--- config.mk ---
export PLATFORM = sky130hd
export DESIGN_NAME = whlf_ctrl
export DESIGN_NICKNAME = d
export VERILOG_FILES = /design/src/whlf_pkg.sv /design/src/whlf_ctrl.sv
export SDC_FILE = /design/constraint.sdc
export NUM_CORES = 1
export LEC_CHECK = 0
export BUFFER_PORTS_ARGS = -buffer_cell sky130_fd_sc_hd__buf_4
export CAP_MARGIN = 15
export CORE_AREA = 10 10 47 49
export DETAILED_ROUTE_END_ITERATION = 10
export DIE_AREA = 0 0 57 59
export PLACE_DENSITY = 0.79
export SYNTH_ARGS = -nofsm -noshare
export SYNTH_HDL_FRONTEND = slang
export SYNTH_SLANG_ARGS = --single-unit
--- constraint.sdc ---
create_clock -name clk -period 2.9 [get_ports clk]
set_input_delay 0.435 -clock clk [delete_from_list [all_inputs] [get_ports clk]]
set_output_delay 0.435 -clock clk [all_outputs]
set_load 0.02 [all_outputs]
--- src/whlf_pkg.sv ---
// Shared types, constants and arithmetic helpers for the water hammer update block.
package whlf_pkg;

  // Fixed-point format of pressures, flows and the gravity term
  localparam int FRAC_BITS = 16;
  localparam int VAL_W     = 32;
  // Coefficients are unsigned Q8.24
  localparam int COEF_W    = 32;
  localparam int COEF_FRAC = 24;

  // Shared multiplier: 33 x 33 signed operands
  localparam int MUL_W  = 33;
  localparam int PROD_W = 2 * MUL_W;
  // Friction square term q*|q| >> FRAC_BITS, split at the coefficient fraction point
  localparam int SQ_W   = 2 * VAL_W - 1 - FRAC_BITS;
  localparam int SH_W   = SQ_W - COEF_FRAC;
  localparam int LOW_W  = 32;
  // Clamped product terms (magnitude up to 2^40) and the wide sums around them
  localparam int TERM_LIM_BITS = 40;
  localparam int TERM_W = TERM_LIM_BITS + 2;
  localparam int WIDE_W = PROD_W + 1;
  localparam int SUM_W  = TERM_W + 2;

  localparam longint TERM_LIMIT = 64'sd1 <<< TERM_LIM_BITS;
  localparam longint S32_MAX    = 64'sd2147483647;
  localparam longint S32_MIN    = -64'sd2147483648;

  // Configuration register indexes
  localparam int REG_IDX_W = 2;
  localparam logic [REG_IDX_W-1:0] REG_PRESSURE_COUPLING = 2'd0;
  localparam logic [REG_IDX_W-1:0] REG_FLOW_COUPLING     = 2'd1;
  localparam logic [REG_IDX_W-1:0] REG_FRICTION_GAIN     = 2'd2;
  localparam logic [REG_IDX_W-1:0] REG_GRAVITY_STEP      = 2'd3;

  // Multiplier operand selection
  typedef enum logic [2:0] {
    MUL_NONE,
    MUL_SQ,
    MUL_P,
    MUL_F,
    MUL_FL,
    MUL_FH
  } mul_op_t;

  // Which register takes the registered product
  typedef enum logic [2:0] {
    CAP_NONE,
    CAP_SQ,
    CAP_P,
    CAP_F,
    CAP_LOW,
    CAP_FRIC
  } cap_t;

  // Source of an output beat
  typedef enum logic [1:0] {
    OSEL_PRIOR,
    OSEL_STENCIL,
    OSEL_CUR
  } out_sel_t;

  typedef struct packed {
    logic     take;
    mul_op_t  mul_op;
    cap_t     cap;
    logic     sum;
    logic     shift;
    logic     out_load;
    out_sel_t out_sel;
    logic     out_last;
  } dp_cmd_t;

  typedef struct packed {
    logic cur_last;
    logic out_free;
  } dp_stat_t;

  // Limit a product term to +/- 2^40
  function automatic logic signed [TERM_W-1:0] clamp_term(input logic signed [WIDE_W-1:0] x);
    logic signed [WIDE_W-1:0] hi;
    logic signed [WIDE_W-1:0] lo;
    hi = WIDE_W'(TERM_LIMIT);
    lo = -WIDE_W'(TERM_LIMIT);
    if (x > hi) begin
      return TERM_W'(hi);
    end else if (x < lo) begin
      return TERM_W'(lo);
    end
    return TERM_W'(x);
  endfunction

  // Saturate a wide sum to the signed 32-bit range
  function automatic logic signed [VAL_W-1:0] sat32(input logic signed [SUM_W-1:0] x);
    if (x > SUM_W'(S32_MAX)) begin
      return VAL_W'(S32_MAX);
    end else if (x < SUM_W'(S32_MIN)) begin
      return VAL_W'(S32_MIN);
    end
    return VAL_W'(x);
  endfunction

endpackage

--- src/whlf_ctrl.sv ---
// Sequencer for the water hammer update: input handshake, multiply schedule and output loads.
module whlf_ctrl (
  input  logic               clk,
  input  logic               rst_n,
  input  logic               in_tvalid,
  output logic               in_tready,
  input  whlf_pkg::dp_stat_t stat,
  output whlf_pkg::dp_cmd_t  cmd
);

  typedef enum logic [3:0] {
    S_IDLE,
    S_DISPATCH,
    S_MUL_SQ,
    S_MUL_P,
    S_MUL_F,
    S_MUL_FL,
    S_MUL_FH,
    S_FRIC,
    S_SUM,
    S_EMIT_HELD,
    S_EMIT_NEW
  } state_t;

  state_t     state_r, state_nxt;
  logic [1:0] cnt_r, cnt_nxt;   // cells held in the delay line

  // Hold state and the held-cell count
  always_ff @(posedge clk) begin
    if (!rst_n) begin
      state_r <= S_IDLE;
      cnt_r   <= 2'd0;
    end else begin
      state_r <= state_nxt;
      cnt_r   <= cnt_nxt;
    end
  end

  assign in_tready = (state_r == S_IDLE);

  // Next state and datapath commands
  always_comb begin
    state_nxt    = state_r;
    cnt_nxt      = cnt_r;
    cmd          = '0;
    cmd.mul_op   = whlf_pkg::MUL_NONE;
    cmd.cap      = whlf_pkg::CAP_NONE;
    cmd.out_sel  = whlf_pkg::OSEL_PRIOR;
    unique case (state_r)
      S_IDLE: begin
        cmd.take = in_tvalid;
        if (in_tvalid) begin
          state_nxt = S_DISPATCH;
        end
      end
      S_DISPATCH: begin
        if (cnt_r == 2'd0) begin
          if (stat.cur_last) begin
            state_nxt = S_EMIT_NEW;
          end else begin
            cmd.shift = 1'b1;
            cnt_nxt   = 2'd1;
            state_nxt = S_IDLE;
          end
        end else if (cnt_r == 2'd1) begin
          state_nxt = S_EMIT_HELD;
        end else begin
          state_nxt = S_MUL_SQ;
        end
      end
      S_MUL_SQ: begin
        cmd.mul_op = whlf_pkg::MUL_SQ;
        state_nxt  = S_MUL_P;
      end
      S_MUL_P: begin
        cmd.mul_op = whlf_pkg::MUL_P;
        cmd.cap    = whlf_pkg::CAP_SQ;
        state_nxt  = S_MUL_F;
      end
      S_MUL_F: begin
        cmd.mul_op = whlf_pkg::MUL_F;
        cmd.cap    = whlf_pkg::CAP_P;
        state_nxt  = S_MUL_FL;
      end
      S_MUL_FL: begin
        cmd.mul_op = whlf_pkg::MUL_FL;
        cmd.cap    = whlf_pkg::CAP_F;
        state_nxt  = S_MUL_FH;
      end
      S_MUL_FH: begin
        cmd.mul_op = whlf_pkg::MUL_FH;
        cmd.cap    = whlf_pkg::CAP_LOW;
        state_nxt  = S_FRIC;
      end
      S_FRIC: begin
        cmd.cap   = whlf_pkg::CAP_FRIC;
        state_nxt = S_SUM;
      end
      S_SUM: begin
        cmd.sum   = 1'b1;
        state_nxt = S_EMIT_HELD;
      end
      S_EMIT_HELD: begin
        // Emit the held cell, then either finish the segment or advance the line
        if (stat.out_free) begin
          cmd.out_load = 1'b1;
          cmd.out_sel  = (cnt_r == 2'd1) ? whlf_pkg::OSEL_PRIOR : whlf_pkg::OSEL_STENCIL;
          if (stat.cur_last) begin
            state_nxt = S_EMIT_NEW;
          end else begin
            cmd.shift = 1'b1;
            cnt_nxt   = 2'd2;
            state_nxt = S_IDLE;
          end
        end
      end
      S_EMIT_NEW: begin
        // Pass the last cell through unchanged and restart the segment
        if (stat.out_free) begin
          cmd.out_load = 1'b1;
          cmd.out_sel  = whlf_pkg::OSEL_CUR;
          cmd.out_last = 1'b1;
          cnt_nxt      = 2'd0;
          state_nxt    = S_IDLE;
        end
      end
      default: begin
        state_nxt = S_IDLE;
      end
    endcase
  end

endmodule

==> results of run 1 <==
==> stage by stage <==
stage / setup WS, ps / area, um^2
final: 803 / 717
after global routing: 695 / 717
after CTS: 813 / 717
after detailed placement: 1100 / 694
after global placement: 1100 / 694
after floorplan: 910 / 573
==> where the power goes <==
group | switching (W) | internal, W | total, W | leakage (nW)
clock | 0.0000373 | 0.0000473 | 0.0000846 | 0.0138
sequential | 0.0000277 | 0.0000916 | 0.000119 | 0.0490
combinational | 0.0000759 | 0.0000672 | 0.000143 | 0.221
total | 0.000141 | 0.000206 | 0.000347 | 0.284
==> critical path, cell delays in order, from the launching register on <==
cell     delay, ps
dfxtp_1        600
nand2_1        180
or2_2          320
a21oi_1        140
buf_4          160
==> path summary, 6_finish.rpt <==
check / endpoint / cells past startpoint
worst max-delay path: cmd[10] / 4
worst min-delay path: cnt_r[1]$_SDFFE_PN0P_ / 2
worst max register to register: state_r[3]$_SDFFE_PN0P_ / 4
worst min register to register: cnt_r[0]$_SDFFE_PN0P_ / 2
==> placed cells by master, fill, tap and decap left out, types with 2 or more instances in the layout <==
master	n
nor4_1	2
a31oi_1	3
o21ai_0	5
dfxtp_1	6
inv_1	2
nor3_1	5
nand2_1	7
nand2b_1	9
nor2_1	12
a21oi_1	4
clkbuf_4	3
and2_1	2
o21a_1	2
buf_4	18
nor2b_1	5
==> logic make-up after synthesis <==
| kind of cell | after synthesis |
|---|---|
| AO/OA/AOI/OAI | 24 |
| AND/OR/NAND/NOR | 47 |
| flip-flops | 6 |
| buffers and inverters | 8 |
==> registers in the layout (all words and copies together) (netlist names) <==
signal / cells
state_r: 4
cnt_r: 2
==> area by class of cell <==
class / count / area (um^2) / area share (%)
Inverter: 2 / 7.51 / 1.05
Timing Repair Buffer: 18 / 135 / 18.8
Clock buffer: 3 / 22.5 / 3.14
Multi-Input combinational cell: 71 / 412 / 57.4
Sequential cell: 6 / 120 / 16.8
Tap cell: 16 / 20.0 / 2.79
==> layer usage <==
metal	vias to the layer above	global-route usage [%]
met5	-	0
met4	0	6.04
met3	6	3.65
met2	26	15.3
met1	298	9.93
li1	334	-
==> impl_metrics.tcl, run 1 <==
set metrics [dict create \
    drt_iter0_markers 18 \
    routed-wl-met2_um 757 \
    synth_most_common_cell "nor2_1" \
    worstHoldStart "rst_n" \
    ir_worst_vdd_uv 263 \
    finalCriticalPeriod_ps 2100 \
    setup-violations-final 0 \
    synth_common_cells "nor2_1 (12), nand2b_1 (9), nand2_1 (7)" \
    grt_pass1_wl_um 2570 \
    max_slew_margin_pct 62.7 \
    pin_count 19 \
    worstSetupPathType "reg2out" \
    ys.flop_type "dfxtp_1" \
    cts.sinks 6 \
    grt_max_degree 20 \
    viasPerCell 5.72 \
    synth_nets 90 \
    cp-start-kind "flop" \
    place.gp.congestion 0.865 \
    synthMuxAreaShare_pct 0 \
    power.total_w 0.000347 \
    critPathArrivalTime_ps 1660 \
    synth_edf_count 0 \
    highest_layer "met4" \
    fillers 145 \
    tightestPinTransition_ps 559 \
    cts_buffers 3 \
    fmax_mhz 477 \
    synth-simple-area-share_pct 43.0 \
    antenna_found_initial 0 \
    rows 14 \
    cts_tree "done" \
    crit_path_start "state_r[1]$_SDFFE_PN0P_" \
    port-buffer-count 18 \
    nNetsFinal 107 \
    crit_fanout 16 \
    r2r-start "state_r[1]$_SDFFE_PN0P_" \
    die_area_um2 3360 \
    critPathRequiredTime_ps 2470 \
    p_leak_nw 0.284 \
    synth_cells 85 \
    track_usage_pct 9.40 \
    synth.avg_cell_area_um2 6.74 \
    post_synth_instance_area_um2 573 \
    cts_buffer_depth 2 \
    die-height_um 59 \
    placedCellCount 113 \
    ant_nets 0 \
    root_buffer "clkbuf_4" \
    clock_latency_ps 260 \
    ys_warn_count 0 \
    finalHoldViolCount 0 \
    core-area_um2 1400 \
    clk_pin_slew_ps 60 \
    synth-compound-area-share_pct 28.8 \
    final_cells 116 \
    area_delta_synth_final_pct 25.1 \
    layout-drive-gt1-share_pct 25.0 \
    grt-ovfl-total 0 \
    synth_area_leader_cell "dfxtp_1" \
    cts_resized 0 \
    synth-adder-area-share_pct 0 \
    power.density_nw_per_um2 484 \
    whs_ps 458 \
    worst_setup_path_end_kind "output pin" \
    period_share_pct 72.3 \
    r2r_slack_ps 1320 \
    synth_top_family_by_area "simple AND/OR/NAND/NOR gates" \
    post_drt_wl_per_cell_um 13.8 \
    synth-xor-area-share_pct 0 \
    post_cts_buffers 0 \
    ctsHoldBuffers 0 \
    synth_top_area_share_pct 21.0 \
    wl_met1_um 677 \
    hpwl_um 1190 \
    yosys-top-cells-area "dfxtp_1 (21%), nand2b_1 (9.8%), nor2_1 (7.9%), nor2b_1 (5.5%), nand2_1 (4.6%)" \
    utilization_pct 51.2 \
    ys_seq_elements 6 \
    drt_wl_total_um 1600 \
    skew_ps 10.7 \
    fin_tns_setup_ps 0 \
    wl_met3_um 116 \
    start_util_pct 40.9 \
    grt_pass1_vias 604 \
    drv_slew 0 \
    seq_area_frac_synth_pct 21.0 \
    status "completed" \
    maxCapViolCount 0 \
    die_x_um 57 \
    num_vias 664 \
    rsz0062_at_grt "no" \
    h-tree-depth 1 \
    diodes 0 \
    drc 0 \
    yosysUniqueCellTypes 31 \
    hp-class "in2reg" \
    synthArstFlopShare_pct 0 \
    firstDrtPassIters 4 \
]
Power figures use the tool's default switching activity.
==> run 2, diff against run 1 <==
==> constraint.sdc (replaced) <==
create_clock -name clk -period 2.15 [get_ports clk]
set_input_delay 0.3225 -clock clk [delete_from_list [all_inputs] [get_ports clk]]
set_output_delay 0.3225 -clock clk [all_outputs]
set_load 0.02 [all_outputs]
==> run 2 against run 1 <==
Effect of this change: combinational power is 36% higher; design area stayed put; sequential share of layout area did not move; clock skew shrank 4.2 ps; via count rose by 1.7%; cell count is the same; utilization stayed put; hold slack lost 120 ps; total power up 35%; non-clock buffer count unchanged; die area unchanged; largest power group unchanged.
==> impl_metrics.tcl, run 2 (synthesized netlist as in run 1, its figures left out) <==
set metrics [dict create \
    worstSetupPathType "reg2out" \
    internal_power_w 0.000278 \
    drt_wl_total_um 1630 \
    start_util_pct 40.9 \
    skew_ps 6.52 \
    power.total_w 0.000468 \
    stdcell_area_um2 717 \
    tightestPinTransition_ps 552 \
    fillers 140 \
    hold_depth 2 \
    cts_buffer_depth 2 \
    cts_tree "done" \
    cts_buffers 3 \
    routed-wl-met2_um 809 \
    reg.largest.list "state_r: 4 flops, cnt_r: 2 flops" \
    rows 14 \
    cp-start-kind "flop" \
    grt-ovfl-total 0 \
    multi_input_area_um2 412 \
    antenna_found_initial 0 \
    critPathArrivalTime_ps 1690 \
    worst_setup_path_end_kind "output pin" \
    wl_met3_um 118 \
    cts.sinks 6 \
    worstHoldStart "rst_n" \
    track_usage_pct 9.66 \
    maxCapViolCount 0 \
    grt_pass1_wl_um 2660 \
    period_share_pct 93.4 \
    cts_resized 0 \
    layout-drive-gt1-share_pct 25.0 \
    area_delta_synth_final_pct 25.1 \
    power.density_nw_per_um2 653 \
    dpl_cell_area_um2 694 \
    final_common_cell "buf_4" \
    rr_worst_depth 4 \
    swShare_pct 40.6 \
    die_area_um2 3360 \
    switchingPower_w 0.000190 \
    largest_reg_flops 4 \
    firstDrtPassIters 4 \
    place.gp.congestion 0.864 \
    critPathRequiredTime_ps 1830 \
    regMostFlops "state_r" \
    crit_fanout 16 \
    final_cells 116 \
    h-tree-depth 1 \
    highest_layer "met4" \
    most-common-layout-cells "buf_4 (18), nor2_1 (12), nand2b_1 (9)" \
    r2r_slack_ps 580 \
    max_slew_margin_pct 63.2 \
    hpwl_um 1210 \
    num_vias 675 \
    ctsHoldBuffers 0 \
    ir_worst_vdd_uv 337 \
    utilization_pct 51.2 \
    final-seq-area_um2 120 \
    die-height_um 59 \
    die_x_um 57 \
    r2r_end "state_r[3]$_SDFFE_PN0P_" \
    rsz0062_at_grt "no" \
    placedCellCount 113 \
    p_seq_share_pct 34.6 \
    fin_tns_setup_ps 0 \
    r2r-start "state_r[1]$_SDFFE_PN0P_" \
    ant_nets 0 \
    pin_count 19 \
    clk_pin_slew_ps 50 \
    grt_max_degree 20 \
    grt_pass1_vias 604 \
    finalHoldViolCount 0 \
    clockPowerShare_pct 24.1 \
    root_buffer "clkbuf_4" \
    status "completed" \
    clock_latency_ps 260 \
    drc 0 \
    core-area_um2 1400 \
    post_cts_buffers 0 \
    hold_path_end "cnt_r[1]$_SDFFE_PN0P_" \
    power_frac_comb_pct 41.4 \
    drt_iter0_markers 15 \
    p_leak_nw 0.284 \
    nNetsFinal 107 \
    viasPerCell 5.82 \
    fmax_mhz 498 \
    hp-class "in2reg" \
    finalCriticalPeriod_ps 2010 \
    setup-violations-final 0 \
    diodes 0 \
    port-buffer-count 18 \
    post_drt_wl_per_cell_um 14.0 \
    drv_slew 0 \
    wl_met1_um 666 \
]
run 2: area by class of cell:
type | count | area share (%)
well taps | 16 | 2.79
inverters | 2 | 1.05
multi-input cells | 71 | 57.4
repair buffers | 18 | 18.8
clock buffers | 3 | 3.14
flip-flops and latches | 6 | 16.8
run 2: power groups by stage:
| stage | logic (W) | registers (W) | clock network, W |
|---|---|---|---|
| 2_1_floorplan | 0.000164 | 0.000137 | 0 |
| 3_3_place_gp | 0.000191 | 0.000162 | 0 |
| 3_5_place_dp | 0.000194 | 0.000163 | 0 |
| 4_1_cts | 0.000195 | 0.000161 | 0.000117 |
| 5_1_grt | 0.000217 | 0.000165 | 0.000121 |
| 6_report | 0.000194 | 0.000162 | 0.000113 |
run 2: worst max path at each step:
stage                             from  endpoint  slack, ps  cells past startpoint
6_report       state_r[1]$_SDFFE_PN0P_   cmd[10]        140                      4
5_1_grt        state_r[1]$_SDFFE_PN0P_   cmd[10]         50                      4
4_1_cts        state_r[1]$_SDFFE_PN0P_   cmd[10]        150                      4
3_5_place_dp   state_r[1]$_SDFFE_PN0P_   cmd[10]        450                      4
3_3_place_gp   state_r[1]$_SDFFE_PN0P_   cmd[10]        470                      4
2_1_floorplan  state_r[3]$_SDFFE_PN0P_   cmd[12]        270                      3
run 2: critical path, stage by stage (launching register included):
cell	delay, ps
dfxtp_1	620
nand2_1	190
or2_2	320
a21oi_1	140
buf_4	170
run 2: metal layers:
| layer | GRT usage [%] | vias up |
|---|---|---|
| met5 | 0 | - |
| met4 | 5.03 | 0 |
| met3 | 3.43 | 5 |
| met2 | 16.7 | 22 |
| met1 | 10.0 | 316 |
| li1 | - | 332 |
run 2: stage by stage:
stage / hold slack, ps / worst slack [ps]
finish: 342 / 142
detailed placement: 602 / 448
global placement: 602 / 466
CTS: 348 / 154
floorplan: 440 / 273
global route: 363 / 47.1
==> run 3, diff against run 2 <==
--- a/config.mk
+++ b/config.mk
@@ -7,10 +7,13 @@
 export LEC_CHECK = 0
 export BUFFER_PORTS_ARGS = -buffer_cell sky130_fd_sc_hd__buf_4
 export CAP_MARGIN = 15
-export CORE_AREA = 10 10 47 49
+export CELL_PAD_IN_SITES_DETAIL_PLACEMENT = 1
+export CELL_PAD_IN_SITES_GLOBAL_PLACEMENT = 2
+export CORE_ASPECT_RATIO = 1.5
+export CORE_MARGIN = 10
+export CORE_UTILIZATION = 25
 export DETAILED_ROUTE_END_ITERATION = 10
-export DIE_AREA = 0 0 57 59
-export PLACE_DENSITY = 0.79
+export PLACE_DENSITY = 0.85
 export SYNTH_ARGS = -nofsm -noshare
 export SYNTH_HDL_FRONTEND = slang
 export SYNTH_SLANG_ARGS = --single-unit
==> run 3 against run 2 <==
Effect of this change: clock skew about the same; clock power about the same; die area increased by 38%; clock-buffer cell count did not move; highest routed layer unchanged; cell count grew 6.0%.
==> impl_metrics.tcl, run 3 (synthesized netlist as in run 1, its figures left out) <==
set metrics [dict create \
    status "completed" \
    use_met1_pct 9.33 \
    power_frac_comb_pct 41.9 \
    setup-violations-final 0 \
    worst_setup_path_end_kind "output pin" \
    max_slew_margin_pct 69.4 \
    finalHoldViolCount 0 \
    internal_power_w 0.000279 \
    nNetsFinal 107 \
    pin_count 19 \
    die-height_um 78.6 \
    regMostFlops "state_r" \
    die_x_um 59.1 \
    crit_chain "nand2b_1 -> and2_1 -> nor2_1 -> buf_4" \
    cts.sinks 6 \
    ctsHoldBuffers 0 \
    p_leak_nw 0.285 \
    placedCellCount 120 \
    viasPerCell 5.33 \
    hpwl_um 1390 \
    grt_pass1_wl_um 3220 \
    maxCapViolCount 0 \
    worstSetupPathType "reg2out" \
    skew_ps 6.96 \
    antenna_found_initial 0 \
    slowest_stage "dfxtp_1" \
    clock_latency_ps 260 \
    layout-drive-gt1-share_pct 27.0 \
    root_buffer "clkbuf_4" \
    ir_worst_vdd_uv 278 \
    reg.largest.list "state_r: 4 flops, cnt_r: 2 flops" \
    num_vias 656 \
    grt-ovfl-total 0 \
    area_delta_synth_final_pct 27.1 \
    largest_reg_flops 4 \
    diodes 0 \
    swShare_pct 41.4 \
    ant_nets 0 \
    cts_buffer_depth 2 \
    post_drt_wl_per_cell_um 15.2 \
    rows 21 \
    grt_use_met2_pct 13.9 \
    fin_tns_setup_ps 0 \
    critPathRequiredTime_ps 1830 \
    rsz0062_at_grt "no" \
    firstDrtPassIters 4 \
    gr-usage-met3_pct 2.42 \
    post_cts_buffers 0 \
    p_seq_share_pct 34.3 \
    place.gp.congestion 0.848 \
    finalCriticalPeriod_ps 1930 \
    core-area_um2 2210 \
    final_common_cell "buf_4" \
    critPathArrivalTime_ps 1610 \
    tightestPinTransition_ps 458 \
    cts_tree "done" \
    track_usage_pct 8.74 \
    power.density_nw_per_um2 654 \
    start_util_pct 26.0 \
    fillers 298 \
    grt_pass1_vias 668 \
    hp-class "in2reg" \
    cts_resized 0 \
    final_cells 123 \
    port-buffer-count 18 \
    drt_wl_total_um 1880 \
    grt_max_degree 20 \
    most-common-layout-cells "buf_4 (18), nor2_1 (12), nand2b_1 (9)" \
    busiest_layer "met2" \
    h-tree-depth 1 \
    period_share_pct 89.7 \
    switchingPower_w 0.000197 \
    crit_fanout 14 \
    drc 0 \
    drv_slew 0 \
    clockPowerShare_pct 23.9 \
    drt_iter0_markers 14 \
    slowest_delay_ps 540 \
    die_area_um2 4650 \
    clk_pin_slew_ps 50 \
    fmax_mhz 518 \
    cts_buffers 3 \
    cp-start-kind "flop" \
]
run 3: area by class of cell:
class | instances | area, um^2 | area share, %
Clock buffer | 3 | 22.5 | 3.09
Inverter | 2 | 7.51 | 1.03
Multi-Input combinational cell | 71 | 412 | 56.5
Sequential cell | 6 | 123 | 16.8
Tap cell | 23 | 28.8 | 3.95
Timing Repair Buffer | 18 | 135 | 18.6
run 3: routing by layer:
metal,wire [um],vias to the layer above
met5,0,-
met4,17,0
met3,101,2
met2,958,15
met1,798,308
li1,-,331
run 3: power groups by stage:
stage                     Clock, W  Sequential, W  Combinational, W
after floorplan                  0       0.000137          0.000164
after global placement           0       0.000163          0.000198
after detailed placement         0       0.000164          0.000199
after CTS                 0.000119       0.000161          0.000201
after global routing      0.000125       0.000169          0.000223
final                     0.000114       0.000163          0.000199
run 3: final timing paths:
check,end,slack [ps],startpoint,cells past startpoint
setup / recovery,cmd[3],220,state_r[0]$_SDFFE_PN0P_,4
hold / removal,cnt_r[1]$_SDFFE_PN0P_,350,rst_n,2
setup reg to reg,state_r[1]$_SDFFE_PN0P_,660,state_r[0]$_SDFFE_PN0P_,4
hold reg to reg,cnt_r[0]$_SDFFE_PN0P_,640,cnt_r[0]$_SDFFE_PN0P_,2
run 3: worst max-delay path, delay by kind of cell (launching register included):
kind                   cells  cell delay [ps]
and+or+nand+nor            3              660
buffers and inverters      1              150
DFF                        1              540
run 3: through the flow:
stage / total power (W) / instance area (um^2) / setup WS, ps / utilization (%) / hold WS [ps]
global placement: 0.000360 / 703 / 431 / 31.9 / 611
global route: 0.000516 / 728 / 14.9 / 33.0 / 370
finish: 0.000476 / 728 / 221 / 33.0 / 350
CTS: 0.000481 / 726 / 124 / 32.9 / 348
detailed placement: 0.000363 / 703 / 378 / 31.9 / 616
floorplan: 0.000301 / 573 / 273 / - / 440
